$ cat config.mk
export PLATFORM = sky130hd
export DESIGN_NAME = svpd_queue
export DESIGN_NICKNAME = d
export VERILOG_FILES = /design/src/svpd_pkg.sv /design/src/svpd_queue.sv
export SDC_FILE = /design/constraint.sdc
export NUM_CORES = 1
export LEC_CHECK = 0
export BUFFER_PORTS_ARGS = -buffer_cell sky130_fd_sc_hd__buf_2
export CAP_MARGIN = 20
export CORE_MARGIN = 5
export CORE_UTILIZATION = 40
export DETAILED_ROUTE_END_ITERATION = 6
export MAX_ROUTING_LAYER = met4
export PLACE_DENSITY = 0.71
export SETUP_SLACK_MARGIN = 0.2
export SYNTH_ARGS = -nofsm -noshare
export SYNTH_HDL_FRONTEND = slang
export SYNTH_SLANG_ARGS = --single-unit
$ cat constraint.sdc
create_clock -name clk -period 6.75 [get_ports clk]
set_input_delay 0.675 -clock clk [delete_from_list [all_inputs] [get_ports clk]]
set_output_delay 0.675 -clock clk [all_outputs]
set_load 0.02 [all_outputs]
$ cat src/svpd_pkg.sv
// ============================================================================
// svpd_pkg
// Shared constants, register indexes and status types of the space vector
// PWM duty core.
// ============================================================================
`default_nettype none

package svpd_pkg;

    localparam int VOLT_WIDTH_DEF  = 16;
    localparam int ANGLE_WIDTH_DEF = 16;
    localparam int CFG_IDX_W       = 2;
    localparam int CORDIC_STEPS    = 28;
    localparam int BUS_RESET       = 2150;

    localparam logic [CFG_IDX_W-1:0] REG_BUS    = 2'd0;
    localparam logic [CFG_IDX_W-1:0] REG_PERIOD = 2'd1;

    localparam logic [15:0] MOD_LIMIT   = 16'd37814;
    localparam logic [31:0] CORDIC_GAIN = 32'd652032874;
    localparam logic [30:0] SQRT3_Q30   = 31'd1859775393;
    localparam logic [31:0] RECIP3      = 32'hAAAAAAAB;

    typedef struct packed {
        logic empty;
        logic full;
    } q_status_t;

    function automatic logic [31:0] atan_turn(input logic [4:0] idx);
        logic [31:0] val;
        begin
            case (idx)
                5'd0:    val = 32'd536870912;
                5'd1:    val = 32'd316933406;
                5'd2:    val = 32'd167458907;
                5'd3:    val = 32'd85004756;
                5'd4:    val = 32'd42667331;
                5'd5:    val = 32'd21354465;
                5'd6:    val = 32'd10679838;
                5'd7:    val = 32'd5340245;
                5'd8:    val = 32'd2670163;
                5'd9:    val = 32'd1335087;
                5'd10:   val = 32'd667544;
                5'd11:   val = 32'd333772;
                5'd12:   val = 32'd166886;
                5'd13:   val = 32'd83443;
                5'd14:   val = 32'd41722;
                5'd15:   val = 32'd20861;
                5'd16:   val = 32'd10430;
                5'd17:   val = 32'd5215;
                5'd18:   val = 32'd2608;
                5'd19:   val = 32'd1304;
                5'd20:   val = 32'd652;
                5'd21:   val = 32'd326;
                5'd22:   val = 32'd163;
                5'd23:   val = 32'd81;
                5'd24:   val = 32'd41;
                5'd25:   val = 32'd20;
                5'd26:   val = 32'd10;
                5'd27:   val = 32'd5;
                default: val = 32'd0;
            endcase
            return val;
        end
    endfunction

endpackage

`default_nettype wire

$ cat src/svpd_queue.sv
// ============================================================================
// svpd_queue
// Two-entry queue between the command front end and the modulation engine.
// ============================================================================
`default_nettype none

module svpd_queue
    import svpd_pkg::*;
#(
    parameter int ITEM_W = 4 * VOLT_WIDTH_DEF + ANGLE_WIDTH_DEF + 1
)
(
    input  wire logic              clk,
    input  wire logic              rst_n,
    input  wire logic              push,
    input  wire logic [ITEM_W-1:0] push_data,
    input  wire logic              pop,
    output q_status_t              qstat,
    output logic      [ITEM_W-1:0] pop_data
);

    logic [ITEM_W-1:0] entry_reg [2];
    logic              wr_ptr_reg;
    logic              rd_ptr_reg;
    logic [1:0]        count_reg;
    logic [1:0]        count_next;

    assign qstat.empty = (count_reg == 2'd0);
    assign qstat.full  = (count_reg == 2'd2);
    assign pop_data    = entry_reg[rd_ptr_reg];

    always_comb
    begin
        count_next = count_reg;
        if (push && !pop)
        begin
            count_next = count_reg + 2'd1;
        end
        else if (pop && !push)
        begin
            count_next = count_reg - 2'd1;
        end
    end

    always_ff @(posedge clk or negedge rst_n)
    begin
        if (!rst_n)
        begin
            wr_ptr_reg <= 1'b0;
            rd_ptr_reg <= 1'b0;
            count_reg  <= 2'd0;
        end
        else
        begin
            count_reg <= count_next;
            if (push)
            begin
                wr_ptr_reg <= !wr_ptr_reg;
            end
            if (pop)
            begin
                rd_ptr_reg <= !rd_ptr_reg;
            end
        end
    end

    always_ff @(posedge clk)
    begin
        if (push)
        begin
            entry_reg[wr_ptr_reg] <= push_data;
        end
    end

endmodule

`default_nettype wire

After elaboration in Yosys (flattened, before gate mapping)
Memory sizes are Yosys's and may differ from the RTL's.
Index checks and enable logic that the tools add are counted.

word-level totals
  flip-flop bits (word level) = 4
  bits in writable memories = 162
  output and inout bits = 83
  memories = 1

cells by class
  add/subtract/negate cells = 2
  equality and inequality tests = 1
  multiplexer cells = 4
  reduce and logical (&&, ||, !) cells = 8

memory list
  name       depth  bits a word  rd ports  clocked after Yosys merged registers in  wr ports  line              RTL
  entry_reg  2      81           1         0                                        1         svpd_queue.sv:22  logic [ITEM_W-1:0] entry_reg [2];

operators with widths
  operator                                                             number
  1-bit logical NOT                                                    4
  2-bit 2-to-1 mux                                                     2
  2-bit by 1-bit adder with 2-bit output (second input constant)       1
  2-bit == test (second input constant)                                1
  1-bit logical AND                                                    2
  2-bit logical NOT                                                    1
  1-bit 2-to-1 mux                                                     2
  2-bit nonzero test                                                   1
  2-bit by 1-bit subtractor with 2-bit output (second input constant)  1

Logic depth before layout (Yosys ltp)
  depth in word-level cells = 4
  mapped depth = 5

Worst setup path before layout
No wires, ideal clock.

  path type = input port to flip-flop
  start point = input push
  end point = memory entry_reg[0][0] (netlist bit), enable pin
  data arrival time = 4216 ps
  required time = 6219 ps
  setup slack = 2004 ps
  stages = 1
  buffers on the path = 0
  cell sequence = nor2b_1

on the way
  word-level cells in the longest chain between the ends = 2

ends and longest elaborated chain
  element                                 line              RTL
  from (decl)                             svpd_queue.sv:15  input wire logic push,
  1-bit 2-to-1 mux                        svpd_queue.sv:69  if (push)
  1-bit 2-to-1 mux (not written as such)  svpd_queue.sv:71  entry_reg[wr_ptr_reg] <= push_data;
  to (decl)                               svpd_queue.sv:22

No other way between the ends.

Final worst setup path
  start point = register rd_ptr_reg
  end point = output pop_data[30]

on the way
  word-level cells in the longest chain between the ends = 1

ends and longest elaborated chain
  element                 line              RTL
  from (decl)             svpd_queue.sv:24  logic rd_ptr_reg;
  from (signal assigned)  svpd_queue.sv:62  rd_ptr_reg <= !rd_ptr_reg;
  memory read 2 x 81 bit  --
  to (decl)               svpd_queue.sv:19  output logic [ITEM_W-1:0] pop_data

No other way between the ends.

==> impl_metrics.csv <==
group,metric,value,unit
power,vdd_drop_max,0.241,mV
route,drtAntennaViolNets,0,
sta,setup-violations-final,0,
cts,cts_tree,"done",
route,drc,0,
critical_path,arrival,2.69,ns
place,pre_cts_ws,3.80,ns
cts,cts_hold_buf,0,
cts,clock_sinks,166,
power,combPwrFrac,31.9,%
die,num_rows,46,
power,power.internal,2.49,mW
place,dp.cells,644,
logic_synthesis,ys_seq_area_share,77.2,%
critical_path,cp_max_fo,44,
route,avgRoutedWirePerCell,16.9,um
power,powerDensity,448,nW/um^2
die,start_util,40.6,%
critical_path,path_class,"reg2out",
global_route,grt_pass1_wl,17.3,mm
global_route,antenna_found_initial,1,
power,clock_power_share,26.9,%
sta,fin_ws,3.39,ns
cts,cts.repair.resized,0,
power,p_sw,1.12,mW
route,viasPerCell,4.50,
logic_synthesis,ys_seq_elements,166,
sta,maxSlewHeadroom,44.6,%
min_path,hp-class,"in2async",
final_layout,fin_cells,679,
place,dp_hpwl,7.68,mm
die,core_area,15800,sq um
global_route,grt_pass1_vias,3313,
final_layout,drive_gt1_share,61.7,%
power,switching_share,30.9,%
sta,fin_worst_skew,0.00720,ns
global_route,grt_overflow,0,
die,design.die.area,18700,sq um
sta,fin_tns_setup,0,ns
cts,cts_buffer_depth,2,
sta,hold_viol,0,
final_layout,syn_to_final_growth,25.1,%
sta,grt_setup_unrepaired,"no",
die,io_pins,168,
global_route,grt_util_met2,20.5,%
route,drtIter0Drc,157,
logic_synthesis,syn_area_per_cell,24.0,sq um
logic_synthesis,netlist_top_cells_area,"edfxtp_1, mux2_4, buf_12, dfrtp_1, xor2_1",
run_status,status,"complete, no violations",
sta,period_minus_slack,3.36,ns
critical_path,start_kind,"register",
cts,cts_max_level,4,
logic_synthesis,yosysTopAreaCell,"edfxtp_1",
place,placed_area,7390,sq um
route,routed_wl,11.5,mm
logic_synthesis,synth_cells,268,
critical_path,end_kind,"output port",
sta,holdWs,0.0546,ns
global_route,track_usage,12.8,%
route,via_count,3056,
global_route,globalRouteMet1Util,14.8,%
logic_synthesis,ys_warn_count,0,
cts,path_clk_slew,0.06,ns
logic_synthesis,synth_top_area_share,75.6,%
logic_synthesis,syn_area,6430,sq um
power,leakagePower,3.25,nW
critical_path,required,6.07,ns
sta,slew_viol_final,0,
die,die_h,137,um
flow_run,cap_viol_max_count,0,
sta,fmaxAchievable,0.297,GHz
logic_synthesis,synth_cell_type_count,13,
logic_synthesis,synth.net_count,354,
global_route,use_met3,4.19,%
critical_path,ff2ff_path_depth,3,
final_layout,fin_area,8050,sq um
sta,fin_crit_sh,49.8,%
route,drt_first_pass_iters,4,
sta,worstMarginPinSlew,0.831,ns
die,die-width,137,um
global_route,grt_max_degree,82,
final_layout,nets,535,
place,io_buffers,167,
final_layout,largest_reg_flops,162,
power,p_seq_share,41.3,%
cts,cts-root-buf,"clkbuf_16",
cts,cts_made_buffers,17,
cts,clk_latency,0.41,ns
cts,cts_setup_buffers,0,
global_route,busiest_layer,"met2",
place,globalplace.congestion,0.708,
critical path, cell delays in order (launching register included):
cell     delay (ns)
dfrtp_4        0.91
buf_4          0.76
mux2_4         0.35
buf_2          0.16
power groups by stage:
stage	clock, mW	combinational (mW)	sequential, mW
2_1_floorplan	0	0.987	1.45
6_report	0.969	1.15	1.49
3_5_place_dp	0	1.15	1.52
3_3_place_gp	0	1.14	1.50
4_1_cts	0.995	1.15	1.50
5_1_grt	1.04	1.22	1.51
cell usage in the layout, fill, tap and decap left out:
cell	n
buf_12	1
ha_1	1
buf_4	2
xnor2_1	1
clkinv_1	2
dfrtp_1	3
clkbuf_16	17
buf_16	1
diode_2	1
nor2_1	2
clkinvlp_4	3
inv_6	2
dfrtp_4	1
clkinv_4	4
edfxtp_1	162
buf_2	167
nor2b_4	1
xor2_1	4
bufinv_16	3
nor2b_1	1
mux2_4	79
inv_1	1
mux2_2	2
clkinv_2	1
and2_4	1
synthesized netlist by cell type:
library cell,count
mux2_2,2
nor2b_1,2
edfxtp_1,162
buf_6,1
nor2_1,2
dfrtp_1,4
and2_1,1
mux2_4,79
xor2_1,4
buf_12,8
ha_1,1
inv_1,1
xnor2_1,1
through the flow:
stage                     total power [mW]  utilization [%]
after floorplan                       2.44                -
after global placement                2.64             46.7
after detailed placement              2.67             46.7
after CTS                             3.65             50.5
after global routing                  3.77             50.8
final                                 3.61             50.8
path summary, 6_finish.rpt:
path | from | end | slack (ns)
worst max-delay path | rd_ptr_reg | pop_data[30] | 3.39
min in group clk | push_data[18] | entry_reg[0][18] | 0.45
worst min-delay path | rst_n | wr_ptr_reg | 0.05
worst min register to register | count_reg[1] | count_reg[1] | 0.51
max in group asynchronous | rst_n | rd_ptr_reg | 6.56
worst max register to register | wr_ptr_reg | entry_reg[0][34] | 4.84
cell families after synthesis:
| family | synth area share, % |
|---|---|
| AND/OR/NAND/NOR | 0.409 |
| flip-flops | 77.2 |
| XOR/XNOR | 0.681 |
| multiplexers | 18.8 |
| buffers and inverters | 2.72 |
| adder cells (fa/ha/maj) | 0.195 |
cell type report:
cell class / count / area, sq um
fill: 1309 / 7780
sequential: 166 / 4970
multi-input combinational: 92 / 1300
timing repair buffer: 171 / 898
clock buffer: 17 / 425
tap: 216 / 270
clock inverter: 15 / 178
inverter: 1 / 3.75
antenna: 1 / 2.50
per-layer routing:
metal	wire length, um	vias to the layer above
met5	0	-
met4	267	0
met3	801	21
met2	5680	108
met1	4720	1504
li1	-	1423
(Power assumes the default switching activity.)
