--- config.mk ---
export PLATFORM = sky130hd
export DESIGN_NAME = svpd_front
export DESIGN_NICKNAME = d
export VERILOG_FILES = /design/src/svpd_pkg.sv /design/src/svpd_front.sv
export SDC_FILE = /design/constraint.sdc
export NUM_CORES = 1
export LEC_CHECK = 0
export ABC_AREA = 1
export BUFFER_PORTS_ARGS = -buffer_cell sky130_fd_sc_hd__buf_2
export CAP_MARGIN = 10
export CORE_MARGIN = 2
export CORE_UTILIZATION = 55
export DETAILED_ROUTE_END_ITERATION = 16
export PLACE_DENSITY = 0.73
export REMOVE_ABC_BUFFERS = 1
export SLEW_MARGIN = 5
export SYNTH_ARGS = -nofsm -noshare
export SYNTH_HDL_FRONTEND = slang
export SYNTH_SLANG_ARGS = --single-unit
--- constraint.sdc ---
create_clock -name clk -period 5.94 [get_ports clk]
set_clock_uncertainty 0.05 [all_clocks]
set_input_delay 1.188 -clock clk [delete_from_list [all_inputs] [get_ports clk]]
set_output_delay 1.188 -clock clk [all_outputs]
set_load 0.02 [all_outputs]
--- src/svpd_pkg.sv ---
// ============================================================================
// svpd_pkg
// Shared constants, register indexes and status types of the space vector
// PWM duty core.
// ============================================================================
`default_nettype none

package svpd_pkg;

    localparam int VOLT_WIDTH_DEF  = 16;
    localparam int ANGLE_WIDTH_DEF = 16;
    localparam int CFG_IDX_W       = 2;
    localparam int CORDIC_STEPS    = 28;
    localparam int BUS_RESET       = 2150;

    localparam logic [CFG_IDX_W-1:0] REG_BUS    = 2'd0;
    localparam logic [CFG_IDX_W-1:0] REG_PERIOD = 2'd1;

    localparam logic [15:0] MOD_LIMIT   = 16'd37814;
    localparam logic [31:0] CORDIC_GAIN = 32'd652032874;
    localparam logic [30:0] SQRT3_Q30   = 31'd1859775393;
    localparam logic [31:0] RECIP3      = 32'hAAAAAAAB;

    typedef struct packed {
        logic empty;
        logic full;
    } q_status_t;

    function automatic logic [31:0] atan_turn(input logic [4:0] idx);
        logic [31:0] val;
        begin
            case (idx)
                5'd0:    val = 32'd536870912;
                5'd1:    val = 32'd316933406;
                5'd2:    val = 32'd167458907;
                5'd3:    val = 32'd85004756;
                5'd4:    val = 32'd42667331;
                5'd5:    val = 32'd21354465;
                5'd6:    val = 32'd10679838;
                5'd7:    val = 32'd5340245;
                5'd8:    val = 32'd2670163;
                5'd9:    val = 32'd1335087;
                5'd10:   val = 32'd667544;
                5'd11:   val = 32'd333772;
                5'd12:   val = 32'd166886;
                5'd13:   val = 32'd83443;
                5'd14:   val = 32'd41722;
                5'd15:   val = 32'd20861;
                5'd16:   val = 32'd10430;
                5'd17:   val = 32'd5215;
                5'd18:   val = 32'd2608;
                5'd19:   val = 32'd1304;
                5'd20:   val = 32'd652;
                5'd21:   val = 32'd326;
                5'd22:   val = 32'd163;
                5'd23:   val = 32'd81;
                5'd24:   val = 32'd41;
                5'd25:   val = 32'd20;
                5'd26:   val = 32'd10;
                5'd27:   val = 32'd5;
                default: val = 32'd0;
            endcase
            return val;
        end
    endfunction

endpackage

`default_nettype wire

--- src/svpd_front.sv ---
// ============================================================================
// svpd_front
// Command front end: takes a beat, forms the squared vector length and the
// zero-command flag, and hands the beat to the queue.
// ============================================================================
`default_nettype none

module svpd_front
    import svpd_pkg::*;
#(
    parameter int VOLT_WIDTH  = VOLT_WIDTH_DEF,
    parameter int ANGLE_WIDTH = ANGLE_WIDTH_DEF,
    parameter int ITEM_W      = 4 * VOLT_WIDTH + ANGLE_WIDTH + 1
)
(
    input  wire logic                          clk,
    input  wire logic                          rst_n,
    input  wire logic                          start,
    output logic                               busy,
    input  wire logic signed [VOLT_WIDTH-1:0]  q_voltage,
    input  wire logic signed [VOLT_WIDTH-1:0]  d_voltage,
    input  wire logic        [ANGLE_WIDTH-1:0] electrical_angle,
    input  wire q_status_t                     qstat,
    output logic                               push,
    output logic             [ITEM_W-1:0]      push_data
);

    logic                           fv_reg;
    logic                           fv_next;
    logic [ITEM_W-1:0]              item_reg;
    logic                           accept;
    logic signed [2*VOLT_WIDTH-1:0] qq;
    logic signed [2*VOLT_WIDTH-1:0] dd;
    logic        [2*VOLT_WIDTH-1:0] len_sq;
    logic                           zero_cmd;

    assign busy      = fv_reg && qstat.full;
    assign accept    = start && !busy;
    assign push      = fv_reg && !qstat.full;
    assign push_data = item_reg;

    assign qq       = q_voltage * q_voltage;
    assign dd       = d_voltage * d_voltage;
    assign len_sq   = $unsigned(qq) + $unsigned(dd);
    assign zero_cmd = (q_voltage == '0) && (d_voltage == '0);

    always_comb
    begin
        fv_next = fv_reg;
        if (accept)
        begin
            fv_next = 1'b1;
        end
        else if (push)
        begin
            fv_next = 1'b0;
        end
    end

    always_ff @(posedge clk or negedge rst_n)
    begin
        if (!rst_n)
        begin
            fv_reg <= 1'b0;
        end
        else
        begin
            fv_reg <= fv_next;
        end
    end

    always_ff @(posedge clk)
    begin
        if (accept)
        begin
            item_reg <= {q_voltage, d_voltage, electrical_angle, len_sq, zero_cmd};
        end
    end

endmodule

`default_nettype wire

---- Word level (Yosys, flattened, before mapping) ----
Index checks and enable logic that the tools add are counted.
operators by class
  reduce and logical (&&, ||, !) cells .... 9
  muxes and demuxes ....................... 2
  add/subtract/negate cells ............... 1
  multiply operators ...................... 2
operators by type and width
  cell                                            number
  16-bit by 16-bit multiplier with 32-bit output  2
  32-bit adder                                    1
  16-bit zero test                                2
  1-bit logical AND                               4
  1-bit zero test                                 2
  1-bit two-way mux                               2
  2-bit nonzero test                              1
storage, ports and cells
  register bits after elaboration ......... 82
  logic and storage cells ................. 16
  bits of input ports ..................... 53
  output and inout port bits .............. 83

---- Logic depth before layout (Yosys ltp) ----
Gate-level depths: netlist (run 1).
  depth in word-level cells ............... 4
  gate-level depth with buffers ........... 31
  mapped depth without buffers ............ 29

---- Least setup slack after synthesis (run 1) ----
Ideal clock, no wire load.
  path kind ............................... input port to flip-flop
  start point ............................. input d_voltage[15]
  end point ............................... register item_reg[27], in the netlist push_data[27], data pin
  path buffers ............................ 2
  data arrival time ....................... 7.482 ns
  library setup time ...................... 0.259 ns
  stages on the path ...................... 24
  slack ................................... -1.851 ns
  data required time ...................... 5.631 ns
  path through ............................ clkbuf_1 > buf_1 > nand2_1 > inv_1 > fa_1 > fa_1 > inv_1 > fa_1 > inv_1 > fa_1 > fa_1 > fa_1 > fa_1 > inv_1 > fa_1 > inv_1 > ha_1 > a21oi_1 > o21ai_1 > a21oi_1 > nand3_2 > nand2_1 > nand2_1 > xor2_1
on the way
  word-level cells in the longest chain between the ends .. 2
RTL lines
  what                                            RTL line          text
  start, declared                                 svpd_front.sv:21  input wire logic signed [VOLT_WIDTH-1:0] d_voltage,
  16-bit by 16-bit multiplier with 32-bit output  svpd_front.sv:43  assign dd = d_voltage * d_voltage;
  32-bit adder                                    svpd_front.sv:44  assign len_sq = $unsigned(qq) + $unsigned(dd);
  via len_sq[26]                                  svpd_front.sv:34  logic [2*VOLT_WIDTH-1:0] len_sq;
  end signal, assigned                            svpd_front.sv:76  item_reg <= {q_voltage, d_voltage, electrical_angle, len_sq, zero_cmd};
  end, declared                                   svpd_front.sv:30  logic [ITEM_W-1:0] item_reg;
The timed path passes the listed nets, and every way through them passes these cells.
A chain may end at the register's enable or synchronous reset.

---- Worst setup path in the final report (run 1) ----
  start point ............................. input q_voltage[15]
  end point ............................... register item_reg[25], in the netlist push_data[25], data pin
on the way
  word-level cells in the longest chain between the ends .. 2
RTL lines
  what                                            RTL line          text
  start, declared                                 svpd_front.sv:20  input wire logic signed [VOLT_WIDTH-1:0] q_voltage,
  16-bit by 16-bit multiplier with 32-bit output  svpd_front.sv:42  assign qq = q_voltage * q_voltage;
  32-bit adder                                    svpd_front.sv:44
  via len_sq[24]                                  svpd_front.sv:34
The timed path passes the listed nets, and every way through them passes these cells.

==> metrics.md, run 1 <==
| Metric | Value |
|---|---|
| Violated checks | `setup timing` |
| Vias | `16,295` |
| Slew at the pin with the worst max-slew slack | `1.147 ns` |
| Initial antenna violation count | `1` |
| Via density | `5.157` |
| Final slew viol count | `0` |
| Starting density of the core | `55.41%` |
| Dpl hpwl | `46,660 microns` |
| Clock root buffer | `clkbuf_16` |
| Latest clock arrival within the worst-skew pair | `0.38 ns` |
| Sequential share of the synthesized area | `11.86%` |
| Final setup vio count | `24` |
| Status | `finished, violations left` |
| Cts hold-fix bufs | `0` |
| Mapped Cells | `2,207` |
| Clock-pin slew on the worst setup and hold paths | `0.07 ns` |
| Post-Synth Adder-Cell Area | `59.30%` |
| Final std cells w/o fill | `3,160` |
| Pre-Repair DR Iteration Count | `6` |
| Top-Level Pins | `136` |
| Core area | `37,400 sq um` |
| Syn Std Cell Area | `20,720 sq um` |
| P&R area growth vs syn | `30.23%` |
| Yosys Warn Count | `0` |
| Tcrit/Tclk final | `122.6%` |
| Synth top area cells | `fa_1 50%, inv_1 14%, edfxtp_1 12%` |
| CP delay by family, top | `adder cells` |
| Startpoint Class | `input pin` |
| RSZ-0062 raised after global routing | `yes` |
| Leading area contributor after synthesis | `fa_1` |
| Worst hold path class | `flip-flop to flip-flop` |
| Yosys reg bits | `82` |
| Grt total ovfl | `0` |
| DRT Wirelength | `60,810 microns` |
| Mux cell area share after synthesis | `0%` |
| Yosys cell types | `31` |
| # DRC | `0` |
| Full die area | `39,250 sq um` |
| Total Nets Final | `3,365` |
| Critical Path Fanout Max | `6` |
| Final setup TNS | `-25.71 ns` |
| Setup WS pre-CTS | `-2.006 ns` |
| First-pass GRT wire length | `94,690 microns` |
| Final setup margin | `-1.345 ns` |
| Achievable clock frequency | `0.1373 GHz` |
| Die W | `198.1 microns` |
| Worst Path Arrival | `7.45 ns` |
| RD Place Congestion | `0.9512` |
| Post-synth EDFFs | `81` |
| R2r worst-path depth | `4` |
| Die H | `198.1 microns` |
| Required @ worst endpoint | `6.11 ns` |
| Critical path's largest stage delay | `0.65 ns` |
| Clock sinks | `82` |
| Ratio of cells with drive above 1 in the final layout | `31.16%` |
| Site Rows | `71` |
| Slew headroom | `23.37%` |
| H-tree levels | `3` |
| Buffers on Ports | `134` |
| TritonCTS Buffers | `9` |
| CTS tree | `done` |
| Placed Cells incl. Taps | `3,077` |
| Routed length per instance | `19.24 microns` |
| Post-synth top flop | `edfxtp_1` |
| DRT antenna net count | `0` |
| Top cell type's share of synthesized area | `50.43%` |
| Async S/R FF share, synth | `1.220%` |
| Slowest stage cell, crit path | `fa_2` |
| FF-to-FF End | `push_data[33]$_DFFE_PP_` |
| Mean Syn Cell Area | `9.389 sq um` |
| Max cap viols | `0` |
| Combinational family with the most area after synthesis | `adder cells` |
| Initial DRC count | `1,186` |
| CTS Buffer Depth | `2` |
| XOR/XNOR share of the synthesized area | `1.944%` |
| Fin crit period | `7.285 ns` |
| Hold path depth | `2` |
| WHS Endpoint | `fv_reg$_DFFE_PN0P_` |
| CP Class | `input pin to flip-flop` |
| Hold_sp | `fv_reg$_DFFE_PN0P_` |
| Simple-Gate Fraction of Synth Area | `9.649%` |
| CP Depth | `25` |
| Top cell by count, worst path | `fa_1` |
| Worst reg2reg startpoint | `fv_reg$_DFFE_PN0P_` |
| Largest register FFs | `81` |
| Fin. Hold Viols | `0` |
| Vias in the first global route | `18,457` |
| Overall routing resource usage | `31.98%` |
| Worst Setup End Kind | `flip-flop` |
| Compound-Gate Fraction of Synth Area | `1.721%` |
| Reg-to-reg setup timing slack | `3.61 ns` |
| Largest net degree at the start of global routing | `42` |
| Worst path bufs/invs | `9` |
[per-stage QoR]
| step | hold WS, ns | util (%) | cell area (sq um) |
|---|---|---|---|
| final | 0.4429 | 72.16 | 26990 |
| after global routing | 0.4721 | 72.15 | 26980 |
| after CTS | 0.4475 | 70.25 | 26270 |
| after detailed placement | 0.4328 | 64.42 | 24090 |
| after global placement | 0.4170 | 64.42 | 24090 |
| after floorplan | 0.4057 | - | 20470 |
[worst min-delay path, delay by kind of cell (launching register included)]
family,cells,cell delay [ns]
flip-flops,1,0.34
AND/OR/NAND/NOR,2,0.11
[cells by family after synthesis]
logic type	count (synthesis)
compound gates	64
xor+xnor	46
fa+ha+maj	669
simple gates	489
buf+inv	857
flops	82
[area by class of cell]
class / instances / area [sq um]
clock buffers: 11 / 232.7
diodes: 1 / 2.502
flip-flops and latches: 82 / 2457
multi-input cells: 1268 / 16450
repair inverters: 1 / 7.507
fillers: 2316 / 10410
inverters: 790 / 2982
well taps: 511 / 639.4
repair buffers: 491 / 4148
clock inverters: 5 / 62.56
[worst max-delay path by stage]
stage	startpoint	to	slack, ns
floorplan	d_voltage[1]	push_data[27]$_DFFE_PP_	-1.30
global placement	q_voltage[15]	push_data[31]$_DFFE_PP_	-1.92
detailed placement	q_voltage[15]	push_data[31]$_DFFE_PP_	-2.01
CTS	q_voltage[15]	push_data[32]$_DFFE_PP_	-1.13
global route	q_voltage[15]	push_data[27]$_DFFE_PP_	-1.49
finish	q_voltage[15]	push_data[25]$_DFFE_PP_	-1.34
[synthesized netlist by cell type, types with 2 or more instances]
master / n
a21o_1: 8
nor2_1: 60
buf_1: 11
xor2_1: 32
nand2_2: 11
xnor2_1: 14
a21oi_1: 33
nand3b_1: 2
clkbuf_1: 56
nand3_2: 2
inv_1: 789
fa_1: 522
edfxtp_1: 81
nor3_1: 10
nand4_1: 6
o21ai_0: 13
o21ai_1: 4
ha_1: 147
or2_2: 4
o21bai_1: 2
nor4_1: 9
nand3_1: 23
nor2_2: 6
nand2_1: 354
o31ai_1: 2
[timing repair]
action / CTS / global route
setup endpoints to repair: 26 / 26
gates resized for setup: 376 / 161
pin swaps: 106 / 101
buffers inserted: 52 / 13
cloned: 5 / 2
[routing by layer]
metal | vias up | track usage [%] | share of wire, %
li1 | 7049 | - | -
met1 | 8139 | 37.73 | 35
met2 | 809 | 54.55 | 50
met3 | 298 | 6.200 | 8.3
met4 | 0 | 18.94 | 6.7
met5 | - | 0 | 0
[placed cells by master (no fill, tap or decap), types with 4 or more instances in the layout]
cell	count
nand4_1	6
nor2_4	15
a21oi_2	17
nor3_4	4
nor2_2	8
nor4_1	8
a21o_1	8
ha_4	31
buf_6	53
nor3_1	5
edfxtp_1	81
nand3_1	15
buf_12	22
inv_2	67
buf_4	291
buf_2	103
xor2_1	26
nor2_1	43
nand3_2	10
a21oi_1	6
inv_1	717
xnor2_1	11
or2_2	4
ha_1	115
clkinvlp_4	4
clkbuf_16	11
a21oi_4	10
nand2_2	57
o21ai_0	7
fa_1	486
nand2_1	278
inv_4	5
xor2_2	5
nand2_4	27
fa_2	36
o21ai_2	5
buf_8	14
buf_16	4
Power of run 1 is left out: the tool's default activity adds up to more than one toggle a clock period on the data nets, which glitch-free logic cannot reach.
==> run 2: changes to the inputs <==
CELL_PAD_IN_SITES_DETAIL_PLACEMENT = 1   (was not set)
CELL_PAD_IN_SITES_GLOBAL_PLACEMENT = 2   (was not set)
CORE_UTILIZATION = 41   (was 55)
PLACE_DENSITY = not set   (was 0.73)
PLACE_DENSITY_LB_ADDON = 0.1   (was not set)
==> run 2 against run 1 <==
Compared with the run above: the flow still finishes with violations (setup timing); register-to-register slack improved by 0.13 ns; via count shrank 4.4%; fmax rose by 0.54%; die area increased by 33%; critical path depth is 1 higher; global-route usage down 6.4 points; utilization down 17 points; largest cell class unchanged; highest routed layer is now met5.
==> metrics.md, run 2 (synthesis gave the netlist of run 1 again) <==
| Metric | Value |
|---|---|
| Tcrit/Tclk final | `122.0%` |
| Final slew viol count | `0` |
| Full die area | `52,360 sq um` |
| Clock-pin slew on the worst setup and hold paths | `0.10 ns` |
| Buffers on Ports | `134` |
| Largest net degree at the start of global routing | `33` |
| CP delay by family, top | `adder cells` |
| CTS Buffer Depth | `2` |
| CP Class | `input pin to flip-flop` |
| Commonest non-fill, non-tap cells in the layout | `683 x inv_1, 466 x fa_1, 310 x buf_4` |
| CTS tree | `done` |
| Largest register FFs | `81` |
| Fill cells | `5,646` |
| Via density | `4.642` |
| Worst path bufs/invs | `10` |
| H-tree levels | `3` |
| RD Place Congestion | `0.8998` |
| Slew at the pin with the worst max-slew slack | `0.9145 ns` |
| Slew headroom | `38.89%` |
| DRT antenna net count | `0` |
| Vias | `15,578` |
| Max cap viols | `0` |
| Routed length per instance | `19.25 microns` |
| Achievable clock frequency | `0.1380 GHz` |
| Worst Path Arrival | `7.36 ns` |
| Critical Path Fanout Max | `6` |
| Site Rows | `82` |
| Pre-Repair DR Iteration Count | `5` |
| Clock root buffer | `clkbuf_16` |
| Top cell by count, worst path | `fa_1` |
| Initial antenna violation count | `1` |
| Final setup vio count | `24` |
| Worst hold path class | `flip-flop to flip-flop` |
| Dpl hpwl | `54,570 microns` |
| Top-Level Pins | `136` |
| Overall routing resource usage | `25.54%` |
| DRT Wirelength | `64,620 microns` |
| First-pass GRT wire length | `101,500 microns` |
| Critical path's largest stage delay | `0.60 ns` |
| # DRC | `0` |
| Cts hold-fix bufs | `0` |
| Starting density of the core | `41.39%` |
| Total Nets Final | `3,401` |
| Status | `finished, violations left` |
| Die W | `228.8 microns` |
| Diode count | `0` |
| TritonCTS Buffers | `9` |
| Clock sinks | `82` |
| Latest clock arrival within the worst-skew pair | `0.38 ns` |
| Violated checks | `setup timing` |
| Ratio of cells with drive above 1 in the final layout | `34.72%` |
| Core area | `50,070 sq um` |
| Final setup margin | `-1.305 ns` |
| Grt total ovfl | `0` |
| Initial DRC count | `508` |
| Required @ worst endpoint | `6.05 ns` |
| Fin. Hold Viols | `0` |
| Vias in the first global route | `18,556` |
| Slowest stage cell, crit path | `fa_2` |
| Worst Setup End Kind | `flip-flop` |
| Fin crit period | `7.245 ns` |
| P&R area growth vs syn | `34.17%` |
| Startpoint Class | `input pin` |
| RSZ-0062 raised after global routing | `yes` |
| Die H | `228.8 microns` |
| Worst hold slack | `0.4776 ns` |
| Most common cell after layout, fill and taps aside | `inv_1` |
## run 2: changes by cell type in the layout (fill, tap and decap cells not counted), sizes merged
cell	previous run	this run
buf	487	525
clkbuf	14	11
clkinv	1	3
bufbuf	1	0
bufinv	1	0
diode	1	0
inv	790	791
## run 2: repair_timing
action,4_1_cts,5_1_grt
setup buffers,52,33
pin swaps,189,156
setup endpoints to repair,26,25
gates cloned,2,1
gates resized for setup,421,220
## run 2: metrics by stage
step                setup TNS (ns)  cell area (sq um)  std cells  setup WS (ns)  utilization (%)
floorplan                   -21.68              20470       2140         -1.299                -
global placement            -41.00              24540       3257         -1.966            49.01
detailed placement          -42.52              24540       3257         -2.004            49.01
CTS                         -23.32              26820       3323         -1.232            53.56
global route                -26.86              27800       3356         -1.486            55.53
finish                      -23.50              27800       3356         -1.305            55.53
## run 2: layout make-up
class | instances | area (sq um) | area share (%)
flip-flops and latches | 82 | 2457 | 8.838
clock buffers | 9 | 225.2 | 0.8100
repair buffers | 527 | 4588 | 16.50
well taps | 672 | 840.8 | 3.024
inverters | 790 | 2988 | 10.75
clock inverters | 7 | 72.57 | 0.2610
multi-input cells | 1268 | 16620 | 59.79
repair inverters | 1 | 7.507 | 0.02700
## run 2: metal layers
layer,part of all wire (%),GRT usage [%],vias up,wire [microns]
li1,-,-,7106,-
met1,40,30.73,8135,25530
met2,53,46.51,247,34570
met3,3.7,4.017,88,2387
met4,3.3,8.563,2,2123
met5,0.014,0,-,9
## run 2: path summary, 6_finish.rpt
path | from | endpoint | slack, ns | cells after the start
setup / recovery | d_voltage[15] | push_data[31]$_DFFE_PP_ | -1.31 | 26
max in group asynchronous | rst_n | fv_reg$_DFFE_PN0P_ | 5.24 | 1
setup reg to reg | fv_reg$_DFFE_PN0P_ | push_data[67]$_DFFE_PP_ | 3.74 | 4
min in group asynchronous | rst_n | fv_reg$_DFFE_PN0P_ | 0.52 | 1
hold / removal | fv_reg$_DFFE_PN0P_ | fv_reg$_DFFE_PN0P_ | 0.48 | 2
hold reg to reg | fv_reg$_DFFE_PN0P_ | fv_reg$_DFFE_PN0P_ | 0.48 | 2
## run 2: worst register-to-register path, delay by kind of cell (launching register included)
family,cells,cell delay (ns)
and+or+nand+nor,2,0.79
buffers and inverters,2,0.61
DFF,1,0.39
Power of run 2 is left out for the same reason.
